--- src/sv/ptts_pkg.sv ---
// types and constants of the periodic task tick scheduler
`default_nettype none

package ptts_pkg;

   localparam int DEF_TIMER_TASKS = 16;
   localparam int DEF_EVENT_TASKS = 4;

   localparam int FUNC_W = 2;
   localparam int TASK_W = 4;
   localparam int TICK_W = 32;
   localparam int KIND_W = 2;

   localparam int QUEUE_DEPTH = 2;

   typedef enum logic [FUNC_W-1:0] {
      OP_TICK   = 2'd0,
      OP_ARM    = 2'd1,
      OP_CANCEL = 2'd2,
      OP_RAISE  = 2'd3
   } op_type;

   typedef enum logic [KIND_W-1:0] {
      KIND_TIMER = 2'd0,
      KIND_EVENT = 2'd1,
      KIND_ACK   = 2'd2
   } kind_type;

   typedef struct packed {
      op_type              op;
      logic [TASK_W-1:0]   idx;
      logic                idx_ok;
      logic [TICK_W-1:0]   period;
   } cmd_type;

   typedef struct packed {
      kind_type            kind;
      logic [TASK_W-1:0]   task_num;
      logic                addressed_flag;
      logic [TICK_W-1:0]   tick_now;
      logic                last;
   } rsp_type;

endpackage

`default_nettype wire

--- src/sv/ptts_if.sv ---
// request and response channel interfaces
`default_nettype none

interface ptts_req_if;
   logic                          valid;
   logic                          ready;
   logic [ptts_pkg::FUNC_W-1:0]   func;
   logic [ptts_pkg::TASK_W-1:0]   task_index;
   logic [ptts_pkg::TICK_W-1:0]   period;

   modport source (output valid, func, task_index, period, input ready);
   modport sink (input valid, func, task_index, period, output ready);
endinterface

interface ptts_rsp_if;
   logic                          valid;
   logic                          ready;
   logic [ptts_pkg::KIND_W-1:0]   kind;
   logic [ptts_pkg::TASK_W-1:0]   task_num;
   logic                          addressed_flag;
   logic [ptts_pkg::TICK_W-1:0]   tick_now;
   logic                          last;

   modport source (output valid, kind, task_num, addressed_flag, tick_now, last,
                   input ready);
   modport sink (input valid, kind, task_num, addressed_flag, tick_now, last,
                 output ready);
endinterface

`default_nettype wire

--- src/sv/ptts_front.sv ---
// request decode and command queue
`default_nettype none

module ptts_front #(
   parameter int TIMER_TASKS = ptts_pkg::DEF_TIMER_TASKS,
   parameter int EVENT_TASKS = ptts_pkg::DEF_EVENT_TASKS
) (
   input  logic               clock,
   input  logic               reset,
   ptts_req_if.sink           req_ch,
   output logic               cmd_valid,
   output ptts_pkg::cmd_type  cmd_data,
   input  logic               cmd_ready
);
   import ptts_pkg::*;

   localparam int QPTR_W = (QUEUE_DEPTH > 1) ? $clog2(QUEUE_DEPTH) : 1;
   localparam int QCNT_W = $clog2(QUEUE_DEPTH + 1);
   localparam logic [TASK_W:0] T_LIM = (TASK_W + 1)'(TIMER_TASKS);
   localparam logic [TASK_W:0] E_LIM = (TASK_W + 1)'(EVENT_TASKS);

   cmd_type              queue_ff [QUEUE_DEPTH];
   logic [QPTR_W-1:0]    wr_ptr_ff, wr_ptr_in;
   logic [QPTR_W-1:0]    rd_ptr_ff, rd_ptr_in;
   logic [QCNT_W-1:0]    cnt_ff, cnt_in;
   cmd_type              dec;
   logic                 push, pop;

   // classify the incoming item
   always_comb begin
      dec.op     = op_type'(req_ch.func);
      dec.idx    = req_ch.task_index;
      dec.period = req_ch.period;
      unique case (dec.op) inside
         OP_TICK: begin
            dec.idx_ok = 1'b0;
         end
         OP_ARM, OP_CANCEL: begin
            dec.idx_ok = ({1'b0, req_ch.task_index} < T_LIM);
         end
         OP_RAISE: begin
            dec.idx_ok = ({1'b0, req_ch.task_index} < E_LIM);
         end
         default: begin
            dec.idx_ok = 1'b0;
         end
      endcase
   end

   assign req_ch.ready = (cnt_ff != QCNT_W'(QUEUE_DEPTH));
   assign cmd_valid    = (cnt_ff != '0);
   assign cmd_data     = queue_ff[rd_ptr_ff];
   assign push         = req_ch.valid && req_ch.ready;
   assign pop          = cmd_valid && cmd_ready;

   always_comb begin
      wr_ptr_in = wr_ptr_ff;
      rd_ptr_in = rd_ptr_ff;
      cnt_in    = cnt_ff;
      if (push) begin
         wr_ptr_in = (wr_ptr_ff == QPTR_W'(QUEUE_DEPTH - 1)) ? '0 : wr_ptr_ff + 1'b1;
      end
      if (pop) begin
         rd_ptr_in = (rd_ptr_ff == QPTR_W'(QUEUE_DEPTH - 1)) ? '0 : rd_ptr_ff + 1'b1;
      end
      if (push && !pop) begin
         cnt_in = cnt_ff + 1'b1;
      end else if (pop && !push) begin
         cnt_in = cnt_ff - 1'b1;
      end
   end

   always_ff @(posedge clock) begin
      if (reset) begin
         wr_ptr_ff <= '0;
         rd_ptr_ff <= '0;
         cnt_ff    <= '0;
      end else begin
         wr_ptr_ff <= wr_ptr_in;
         rd_ptr_ff <= rd_ptr_in;
         cnt_ff    <= cnt_in;
      end
   end

   always_ff @(posedge clock) begin
      if (push) begin
         queue_ff[wr_ptr_ff] <= dec;
      end
   end

endmodule

`default_nettype wire

--- src/sv/ptts_back.sv ---
// task table, tick scan and response register
`default_nettype none

module ptts_back #(
   parameter int TIMER_TASKS = ptts_pkg::DEF_TIMER_TASKS,
   parameter int EVENT_TASKS = ptts_pkg::DEF_EVENT_TASKS
) (
   input  logic               clock,
   input  logic               reset,
   input  logic               cmd_valid,
   input  ptts_pkg::cmd_type  cmd_data,
   output logic               cmd_ready,
   ptts_rsp_if.source         rsp_ch
);
   import ptts_pkg::*;

   localparam int TIW    = (TIMER_TASKS > 1) ? $clog2(TIMER_TASKS) : 1;
   localparam int EIW    = (EVENT_TASKS > 1) ? $clog2(EVENT_TASKS) : 1;
   localparam int SCAN_N = TIMER_TASKS + EVENT_TASKS;
   localparam int SCAN_W = $clog2(SCAN_N);
   localparam logic [SCAN_W-1:0] LAST_SCAN = SCAN_W'(SCAN_N - 1);
   localparam logic [SCAN_W-1:0] T_SCAN    = SCAN_W'(TIMER_TASKS);

   typedef enum logic [2:0] {
      ST_IDLE = 3'b001,
      ST_SCAN = 3'b010,
      ST_DONE = 3'b100
   } state_type;

   state_type               state_ff, state_in;
   logic [SCAN_W-1:0]       scan_ff, scan_in;
   logic [TICK_W-1:0]       count_ff, count_in;
   logic [TIMER_TASKS-1:0]  en_ff, en_in;
   logic [EVENT_TASKS-1:0]  ev_ff, ev_in;
   logic [TICK_W-1:0]       period_ff [TIMER_TASKS];
   logic [TICK_W-1:0]       period_in [TIMER_TASKS];
   logic [TICK_W-1:0]       dl_ff [TIMER_TASKS];
   logic [TICK_W-1:0]       dl_in [TIMER_TASKS];
   logic                    held_valid_ff, held_valid_in;
   kind_type                held_kind_ff, held_kind_in;
   logic [TASK_W-1:0]       held_num_ff, held_num_in;
   logic                    out_valid_ff;
   rsp_type                 out_ff;

   logic                    can_push, push;
   rsp_type                 push_data;
   logic                    timer_sel, hit;
   logic [TIW-1:0]          t_idx, c_tidx;
   logic [EIW-1:0]          e_idx, c_eidx;
   logic [SCAN_W-1:0]       ev_off;

   assign can_push  = !out_valid_ff || rsp_ch.ready;
   assign timer_sel = (scan_ff < T_SCAN);
   assign t_idx     = scan_ff[TIW-1:0];
   assign ev_off    = scan_ff - T_SCAN;
   assign e_idx     = ev_off[EIW-1:0];
   assign c_tidx    = cmd_data.idx[TIW-1:0];
   assign c_eidx    = cmd_data.idx[EIW-1:0];
   assign hit       = timer_sel ? (en_ff[t_idx] && (count_ff >= dl_ff[t_idx]))
                                : ev_ff[e_idx];

   always_comb begin
      state_in      = state_ff;
      scan_in       = scan_ff;
      count_in      = count_ff;
      en_in         = en_ff;
      ev_in         = ev_ff;
      period_in     = period_ff;
      dl_in         = dl_ff;
      held_valid_in = held_valid_ff;
      held_kind_in  = held_kind_ff;
      held_num_in   = held_num_ff;
      cmd_ready     = 1'b0;
      push          = 1'b0;
      push_data     = '0;
      push_data.tick_now = count_ff;

      unique case (state_ff)
         ST_IDLE: begin
            if (cmd_valid) begin
               if (cmd_data.op == OP_TICK) begin
                  cmd_ready = 1'b1;
                  count_in  = count_ff + 1'b1;
                  scan_in   = '0;
                  state_in  = ST_SCAN;
               end else if (can_push) begin
                  cmd_ready          = 1'b1;
                  push               = 1'b1;
                  push_data.kind     = KIND_ACK;
                  push_data.task_num = cmd_data.idx;
                  push_data.last     = 1'b1;
                  case (cmd_data.op)
                     OP_ARM: begin
                        if (cmd_data.idx_ok) begin
                           en_in[c_tidx]     = 1'b1;
                           period_in[c_tidx] = cmd_data.period;
                           dl_in[c_tidx]     = count_ff + cmd_data.period;
                        end
                        push_data.addressed_flag = cmd_data.idx_ok;
                     end
                     OP_CANCEL: begin
                        if (cmd_data.idx_ok) begin
                           en_in[c_tidx] = 1'b0;
                        end
                        push_data.addressed_flag = 1'b0;
                     end
                     default: begin
                        if (cmd_data.idx_ok) begin
                           ev_in[c_eidx] = 1'b1;
                        end
                        push_data.addressed_flag = cmd_data.idx_ok;
                     end
                  endcase
               end
            end
         end
         ST_SCAN: begin
            // a new hit flushes the held result, which is then known not to be last
            if (!(hit && held_valid_ff && !can_push)) begin
               if (hit) begin
                  if (timer_sel) begin
                     dl_in[t_idx] = count_ff + period_ff[t_idx];
                     held_kind_in = KIND_TIMER;
                     held_num_in  = TASK_W'(t_idx);
                  end else begin
                     ev_in[e_idx] = 1'b0;
                     held_kind_in = KIND_EVENT;
                     held_num_in  = TASK_W'(e_idx);
                  end
                  if (held_valid_ff) begin
                     push               = 1'b1;
                     push_data.kind     = held_kind_ff;
                     push_data.task_num = held_num_ff;
                  end
                  held_valid_in = 1'b1;
               end
               if (scan_ff == LAST_SCAN) begin
                  state_in = ST_DONE;
               end else begin
                  scan_in = scan_ff + 1'b1;
               end
            end
         end
         ST_DONE: begin
            if (!held_valid_ff) begin
               state_in = ST_IDLE;
            end else if (can_push) begin
               push               = 1'b1;
               push_data.kind     = held_kind_ff;
               push_data.task_num = held_num_ff;
               push_data.last     = 1'b1;
               held_valid_in      = 1'b0;
               state_in           = ST_IDLE;
            end
         end
         default: begin
            state_in = ST_IDLE;
         end
      endcase
   end

   always_ff @(posedge clock) begin
      if (reset) begin
         state_ff      <= ST_IDLE;
         scan_ff       <= '0;
         count_ff      <= '0;
         en_ff         <= '0;
         ev_ff         <= '0;
         held_valid_ff <= 1'b0;
         out_valid_ff  <= 1'b0;
      end else begin
         state_ff      <= state_in;
         scan_ff       <= scan_in;
         count_ff      <= count_in;
         en_ff         <= en_in;
         ev_ff         <= ev_in;
         held_valid_ff <= held_valid_in;
         if (push) begin
            out_valid_ff <= 1'b1;
         end else if (rsp_ch.ready) begin
            out_valid_ff <= 1'b0;
         end
      end
   end

   always_ff @(posedge clock) begin
      period_ff    <= period_in;
      dl_ff        <= dl_in;
      held_kind_ff <= held_kind_in;
      held_num_ff  <= held_num_in;
      if (push) begin
         out_ff <= push_data;
      end
   end

   assign rsp_ch.valid          = out_valid_ff;
   assign rsp_ch.kind           = out_ff.kind;
   assign rsp_ch.task_num       = out_ff.task_num;
   assign rsp_ch.addressed_flag = out_ff.addressed_flag;
   assign rsp_ch.tick_now       = out_ff.tick_now;
   assign rsp_ch.last           = out_ff.last;

endmodule

`default_nettype wire

--- src/sv/periodic_task_tick_scheduler.sv ---
// arm, cancel and raise: one acknowledge, after the front queue and the output register
// a tick holds the back end while it scans TIMER_TASKS + EVENT_TASKS entries, one table entry or
// event flag per cycle while no new hit waits on a full output register
// the front queue holds two items, so up to two more requests are taken while a tick is scanned
// results leave through one output register, one transfer per cycle at most; stalls hold it
// synchronous reset clears the counter, all enables and pending flags, the queue and the output
`default_nettype none

module periodic_task_tick_scheduler #(
   parameter int TIMER_TASKS = ptts_pkg::DEF_TIMER_TASKS,
   parameter int EVENT_TASKS = ptts_pkg::DEF_EVENT_TASKS
) (
   input  logic        clock,
   input  logic        reset,
   ptts_req_if.sink    req_ch,
   ptts_rsp_if.source  rsp_ch
);
   import ptts_pkg::*;

   logic     cmd_valid;
   logic     cmd_ready;
   cmd_type  cmd_data;

   ptts_front #(
      .TIMER_TASKS (TIMER_TASKS),
      .EVENT_TASKS (EVENT_TASKS)
   ) u_front (
      .clock     (clock),
      .reset     (reset),
      .req_ch    (req_ch),
      .cmd_valid (cmd_valid),
      .cmd_data  (cmd_data),
      .cmd_ready (cmd_ready)
   );

   ptts_back #(
      .TIMER_TASKS (TIMER_TASKS),
      .EVENT_TASKS (EVENT_TASKS)
   ) u_back (
      .clock     (clock),
      .reset     (reset),
      .cmd_valid (cmd_valid),
      .cmd_data  (cmd_data),
      .cmd_ready (cmd_ready),
      .rsp_ch    (rsp_ch)
   );

endmodule

`default_nettype wire

--- src/flat_wrapper.sv ---
// flat-port wrapper written by rule: the top's interface ports become plain ports
module periodic_task_tick_scheduler_flat import ptts_pkg::*;
#(
   parameter int TIMER_TASKS = ptts_pkg::DEF_TIMER_TASKS,
   parameter int EVENT_TASKS = ptts_pkg::DEF_EVENT_TASKS
)
  (clock, reset, req_ch_valid, req_ch_func, req_ch_task_index, req_ch_period, req_ch_ready, rsp_ch_valid, rsp_ch_kind, rsp_ch_task_num, rsp_ch_addressed_flag, rsp_ch_tick_now, rsp_ch_last, rsp_ch_ready);
  ptts_req_if req_ch_i ();
  ptts_rsp_if rsp_ch_i ();
  input  logic clock;
  input  logic reset;
  input wire logic [$bits(req_ch_i.valid)-1:0] req_ch_valid;
  input wire logic [$bits(req_ch_i.func)-1:0] req_ch_func;
  input wire logic [$bits(req_ch_i.task_index)-1:0] req_ch_task_index;
  input wire logic [$bits(req_ch_i.period)-1:0] req_ch_period;
  output wire logic [$bits(req_ch_i.ready)-1:0] req_ch_ready;
  output wire logic [$bits(rsp_ch_i.valid)-1:0] rsp_ch_valid;
  output wire logic [$bits(rsp_ch_i.kind)-1:0] rsp_ch_kind;
  output wire logic [$bits(rsp_ch_i.task_num)-1:0] rsp_ch_task_num;
  output wire logic [$bits(rsp_ch_i.addressed_flag)-1:0] rsp_ch_addressed_flag;
  output wire logic [$bits(rsp_ch_i.tick_now)-1:0] rsp_ch_tick_now;
  output wire logic [$bits(rsp_ch_i.last)-1:0] rsp_ch_last;
  input wire logic [$bits(rsp_ch_i.ready)-1:0] rsp_ch_ready;
  assign req_ch_i.valid = req_ch_valid;
  assign req_ch_i.func = req_ch_func;
  assign req_ch_i.task_index = req_ch_task_index;
  assign req_ch_i.period = req_ch_period;
  assign req_ch_ready = req_ch_i.ready;
  assign rsp_ch_valid = rsp_ch_i.valid;
  assign rsp_ch_kind = rsp_ch_i.kind;
  assign rsp_ch_task_num = rsp_ch_i.task_num;
  assign rsp_ch_addressed_flag = rsp_ch_i.addressed_flag;
  assign rsp_ch_tick_now = rsp_ch_i.tick_now;
  assign rsp_ch_last = rsp_ch_i.last;
  assign rsp_ch_i.ready = rsp_ch_ready;
  periodic_task_tick_scheduler #(.TIMER_TASKS(TIMER_TASKS), .EVENT_TASKS(EVENT_TASKS)) u_core (.clock(clock), .reset(reset), .req_ch(req_ch_i), .rsp_ch(rsp_ch_i));
endmodule
--- config.mk ---
export PLATFORM = sky130hd
export DESIGN_NAME = periodic_task_tick_scheduler_flat
export DESIGN_NICKNAME = d
export VERILOG_FILES = /design/src/sv/ptts_pkg.sv /design/src/sv/ptts_if.sv /design/src/sv/ptts_front.sv /design/src/sv/ptts_back.sv /design/src/sv/periodic_task_tick_scheduler.sv /design/src/flat_wrapper.sv
export SDC_FILE = /design/constraint.sdc
export NUM_CORES = 2
export LEC_CHECK = 0
export BUFFER_PORTS_ARGS = -buffer_cell sky130_fd_sc_hd__buf_4
export CORE_UTILIZATION = 57
export CTS_BUF_LIST = sky130_fd_sc_hd__clkbuf_16
export CTS_CLUSTER_DIAMETER = 200
export DETAILED_ROUTE_END_ITERATION = 10
export PLACE_DENSITY = 0.79
export SLEW_MARGIN = 25
export SYNTH_ARGS = -nofsm -noshare
export SYNTH_HDL_FRONTEND = slang
export SYNTH_SLANG_ARGS = --single-unit
--- constraint.sdc ---
create_clock -name clock -period 6.1 [get_ports clock]
set_clock_uncertainty 0.2 [all_clocks]
set_input_delay 0.915 -clock clock [delete_from_list [all_inputs] [get_ports clock]]
set_output_delay 0.915 -clock clock [all_outputs]
set_load 0.01 [all_outputs]
==> run_results.csv <==
group,metric,value,unit
status,status,"finished, final reports clean",
flow_run,cap_violations,0,
worst_setup_path,path_cells,"buf_4 -> buf_4 -> mux4_2 -> mux4_2 -> inv_1 -> ha_1 -> nand4_1 -> or3_1 -> a211o_1 -> o211ai_1 -> nand2_1 -> a21oi_1 -> or2_2 -> buf_4",
timing,period_minus_slack,5.79,ns
clock_tree,cts_buffers,118,
layout,layout_commonest_cell,"edfxtp_1",
global_routing,grtUsageTotal,34.2,%
timing,final-setup-viol-count,0,
timing,clock.fmax,173,MHz
worst_setup_path,critical_path.max_stage_delay,0.69,ns
timing,rsz0062_at_grt,"false",
layout,layout_common_cells,"edfxtp_1, o22ai_1, mux4_2, buf_4, nor2_1",
timing,max_slew_margin,24.1,%
drt,drt_iter0_markers,5962,
synthesis,synthesis.area,54900,um2
clock_tree,cts.clk_slew.worst_paths,0.07,ns
power,p_clk_share,32.5,%
power,power_leakage,20.1,nW
placed_design,dp_cells,4612,
synthesis,syn_nets,3521,
layout,drive_above_1_share,26.0,%
clock_tree,cts_tree,"done",
drt,vias_per_cell,7.46,
global_routing,antenna_found_initial,1,
timing,fin_crit_sh,94.9,%
placed_design,hpwlAfterDp,96.5,mm
synthesis,ys_types,98,
drt,drtPass1Iterations,7,
placed_design,io_buffers,83,
synthesis,synth_edf_count,1147,
power,finalPower,22.9,mW
power,seq_power_share,44.2,%
clock_tree,root_buffer,"clkbuf_16",
floorplan,coreArea,95200,um2
worst_setup_path,critPathMostFrequentCell,"buf_4",
power,vdd_ir_drop_max,0.370,mV
global_routing,grt_max_degree,71,
floorplan,io_pins,84,
global_routing,grt_pass1_vias,35300,
power,internal-power,16.0,mW
floorplan,initial_core_util,57.7,%
layout,finalInstanceArea,61900,um2
synthesis,async_flop_share,0,%
clock_tree,cts_resized,0,
worst_setup_path,crit_path_end_kind,"flop",
worst_setup_path,r2r_slack,0.31,ns
drt,routedWlPerCell,34.9,um
clock_tree,clock_sinks,1214,
placed_design,gp_congestion,0.969,
synthesis,ys_seq_elements,1214,
worst_setup_path,crit_type,"flop to flop",
clock_tree,insertion_delay,0.73,ns
min_path,holdPathEnd,"u_core.u_front.queue_ff[1][31]",
synthesis,postSynthAreaPerCell,16.3,um2
worst_setup_path,worstPathArrival,5.94,ns
power,power_density,370,nW/um2
worst_setup_path,r2r_end,"u_core.u_back.rsp_ch.tick_now[30]",
drt,via_count,36100,
min_path,hp-class,"input port to flop",
global_routing,overflow,0,
floorplan,die_w,312,um
worst_setup_path,worstPathRequired,6.25,ns
clock_tree,postCtsSetupRepairBufs,0,
clock_tree,postCtsHoldBufs,0,
min_path,worstHoldStart,"req_ch_period[31]",
worst_setup_path,cp-start-kind,"flop",
timing,slew_violations,0,
global_routing,grt_pass1_wl,240,mm
worst_setup_path,path_max_fanout,23,
clock_tree,htree_levels,3,
power,swShare,30.1,%
clock_tree,cts_buffer_depth,3,
synthesis,synth-main-ff-cell,"edfxtp_1",
drt,wl,169,mm
floorplan,row_count,113,
synthesis,synth-seq-area-share,65.2,%
timing,hold_violations,0,
floorplan,dieArea,97500,um2
min_path,whs_path_depth,1,
worst_setup_path,cpMaxStageDelayCell,"o211ai_1",
power,combPwrFrac,23.3,%
worst_setup_path,r2r_cells,14,
worst_setup_path,timing.rr.start,"u_core.u_back.scan_ff[0]",
drt,ant_nets,0,
drt,drc,0,
synthesis,netlist_instances,3372,
power,switching_power,6.88,mW
layout,final_cells,4836,
layout,area_delta_synth_final,12.7,%
floorplan,chipHeight,312,um
synthesis,yosysWarnings,0,
placed_design,placed_cell_area,57900,um2
timing,worst_pin_slew,1.13,ns
layout,fin_nets,3620,
[sequential cells by signal (all words and copies together), names as in the netlist, 2 cells and up, named ones only]
register and cells:
u_core.u_back.count_ff 32, u_core.u_back.dl_ff 512, u_core.u_back.ev_ff 4, u_core.u_back.held_num_ff 4, u_core.u_back.period_ff 512, u_core.u_back.rsp_ch.kind 2, u_core.u_back.rsp_ch.task_num 4, u_core.u_back.rsp_ch.tick_now 32
u_core.u_back.scan_ff 5, u_core.u_back.state_ff 3, u_core.u_front.cnt_ff 2, u_core.u_front.queue_ff 78
[metal layers]
metal / vias up / wire length [um] / GRT usage (%)
met1: 17900 / 56500 / 43.8
met4: 0 / 10000 / 18.2
met3: 708 / 22900 / 8.96
met5: - / 0 / 0
li1: 14200 / - / -
met2: 3291 / 79100 / 54.0
[power groups by stage]
stage	registers, mW	clock network, mW	logic (mW)
after floorplan	10.2	0	3.34
after global placement	10.3	0	4.90
after detailed placement	10.3	0	5.01
after CTS	10.1	7.44	5.08
after global routing	10.1	7.74	5.52
final	10.1	7.43	5.33
[worst max-delay path, delay by kind of cell, from the launching register on]
family | cells | cell delay [ns]
buffers and inverters | 4 | 1.23
AO/OA/AOI/OAI | 3 | 1.28
adder cells (fa/ha/maj) | 1 | 0.13
AND/OR/NAND/NOR | 4 | 0.94
multiplexers | 2 | 1.14
flip-flops | 1 | 0.42
[cells in the mapped netlist, types with 6 or more instances]
cell type / instances / share of area [%]
o221ai_1: 12 / 0.19
nand2b_1: 15 / 0.17
a41oi_1: 15 / 0.24
a21oi_2: 8 / 0.13
a21oi_1: 99 / 0.90
edfxtp_1: 1147 / 63
mux2_2: 33 / 0.68
inv_1: 71 / 0.49
a31oi_1: 9 / 0.10
a2bb2oi_1: 6 / 0.096
o21ai_0: 27 / 0.25
mux4_2: 319 / 13
nor2b_1: 12 / 0.14
o21a_1: 6 / 0.082
mux2i_1: 18 / 0.33
buf_2: 23 / 0.21
nor2_1: 141 / 0.96
clkbuf_1: 213 / 1.5
o22ai_2: 11 / 0.25
o22ai_1: 490 / 5.6
o21bai_1: 14 / 0.19
xor2_1: 43 / 0.69
nor3_1: 25 / 0.23
buf_6: 13 / 0.27
buf_1: 21 / 0.14
or3_1: 11 / 0.13
ha_1: 105 / 2.4
nand2_1: 92 / 0.63
o211ai_1: 13 / 0.18
nand3_1: 48 / 0.44
or2_2: 7 / 0.080
dfxtp_1: 67 / 2.4
a311oi_1: 11 / 0.18
a21o_1: 44 / 0.60
mux4_1: 6 / 0.29
xnor2_1: 34 / 0.54
and3_1: 11 / 0.13
nand4_1: 20 / 0.23
[stage by stage]
stage | utilization [%] | setup TNS (ns) | worst slack (ns) | hold WS [ns]
finish | 65.0 | 0 | 0.311 | 0.186
global route | 65.0 | 0 | 0.173 | 0.174
CTS | 64.9 | 0 | 0.0949 | 0.154
detailed placement | 60.8 | 0 | 0.230 | 0.298
global placement | 60.8 | 0 | 0.300 | 0.285
floorplan | - | -69.00 | -0.199 | 0.263
[cells by family after synthesis]
logic type / share of synthesized area [%]
fa+ha+maj: 2.47
simple gates: 3.65
buf+inv: 2.74
xor+xnor: 1.32
flops: 65.2
compound gates: 10.2
mux: 14.4
[how the worst max path moves through the flow]
stage,start,to,slack (ns)
detailed placement,u_core.u_back.scan_ff[0],u_core.u_back.dl_ff[382],0.23
global placement,u_core.u_back.scan_ff[0],u_core.u_back.dl_ff[382],0.30
CTS,u_core.u_back.scan_ff[0],u_core.u_back.dl_ff[382],0.09
global route,u_core.u_back.scan_ff[1],u_core.u_back.dl_ff[254],0.17
finish,u_core.u_back.scan_ff[0],u_core.u_back.rsp_ch.tick_now[30],0.31
floorplan,u_core.u_back.scan_ff[0],u_core.u_back.dl_ff[100],-0.20
[cell type report]
type / instances / area (um2)
well taps: 1265 / 1580
diodes: 2 / 5.00
clock buffers: 122 / 3050
repair buffers: 260 / 2180
fillers: 6195 / 33300
clock inverters: 96 / 847
multi-input cells: 1804 / 18100
flip-flops and latches: 1214 / 35800
inverters: 73 / 274
Power figures use the tool's default switching activity.
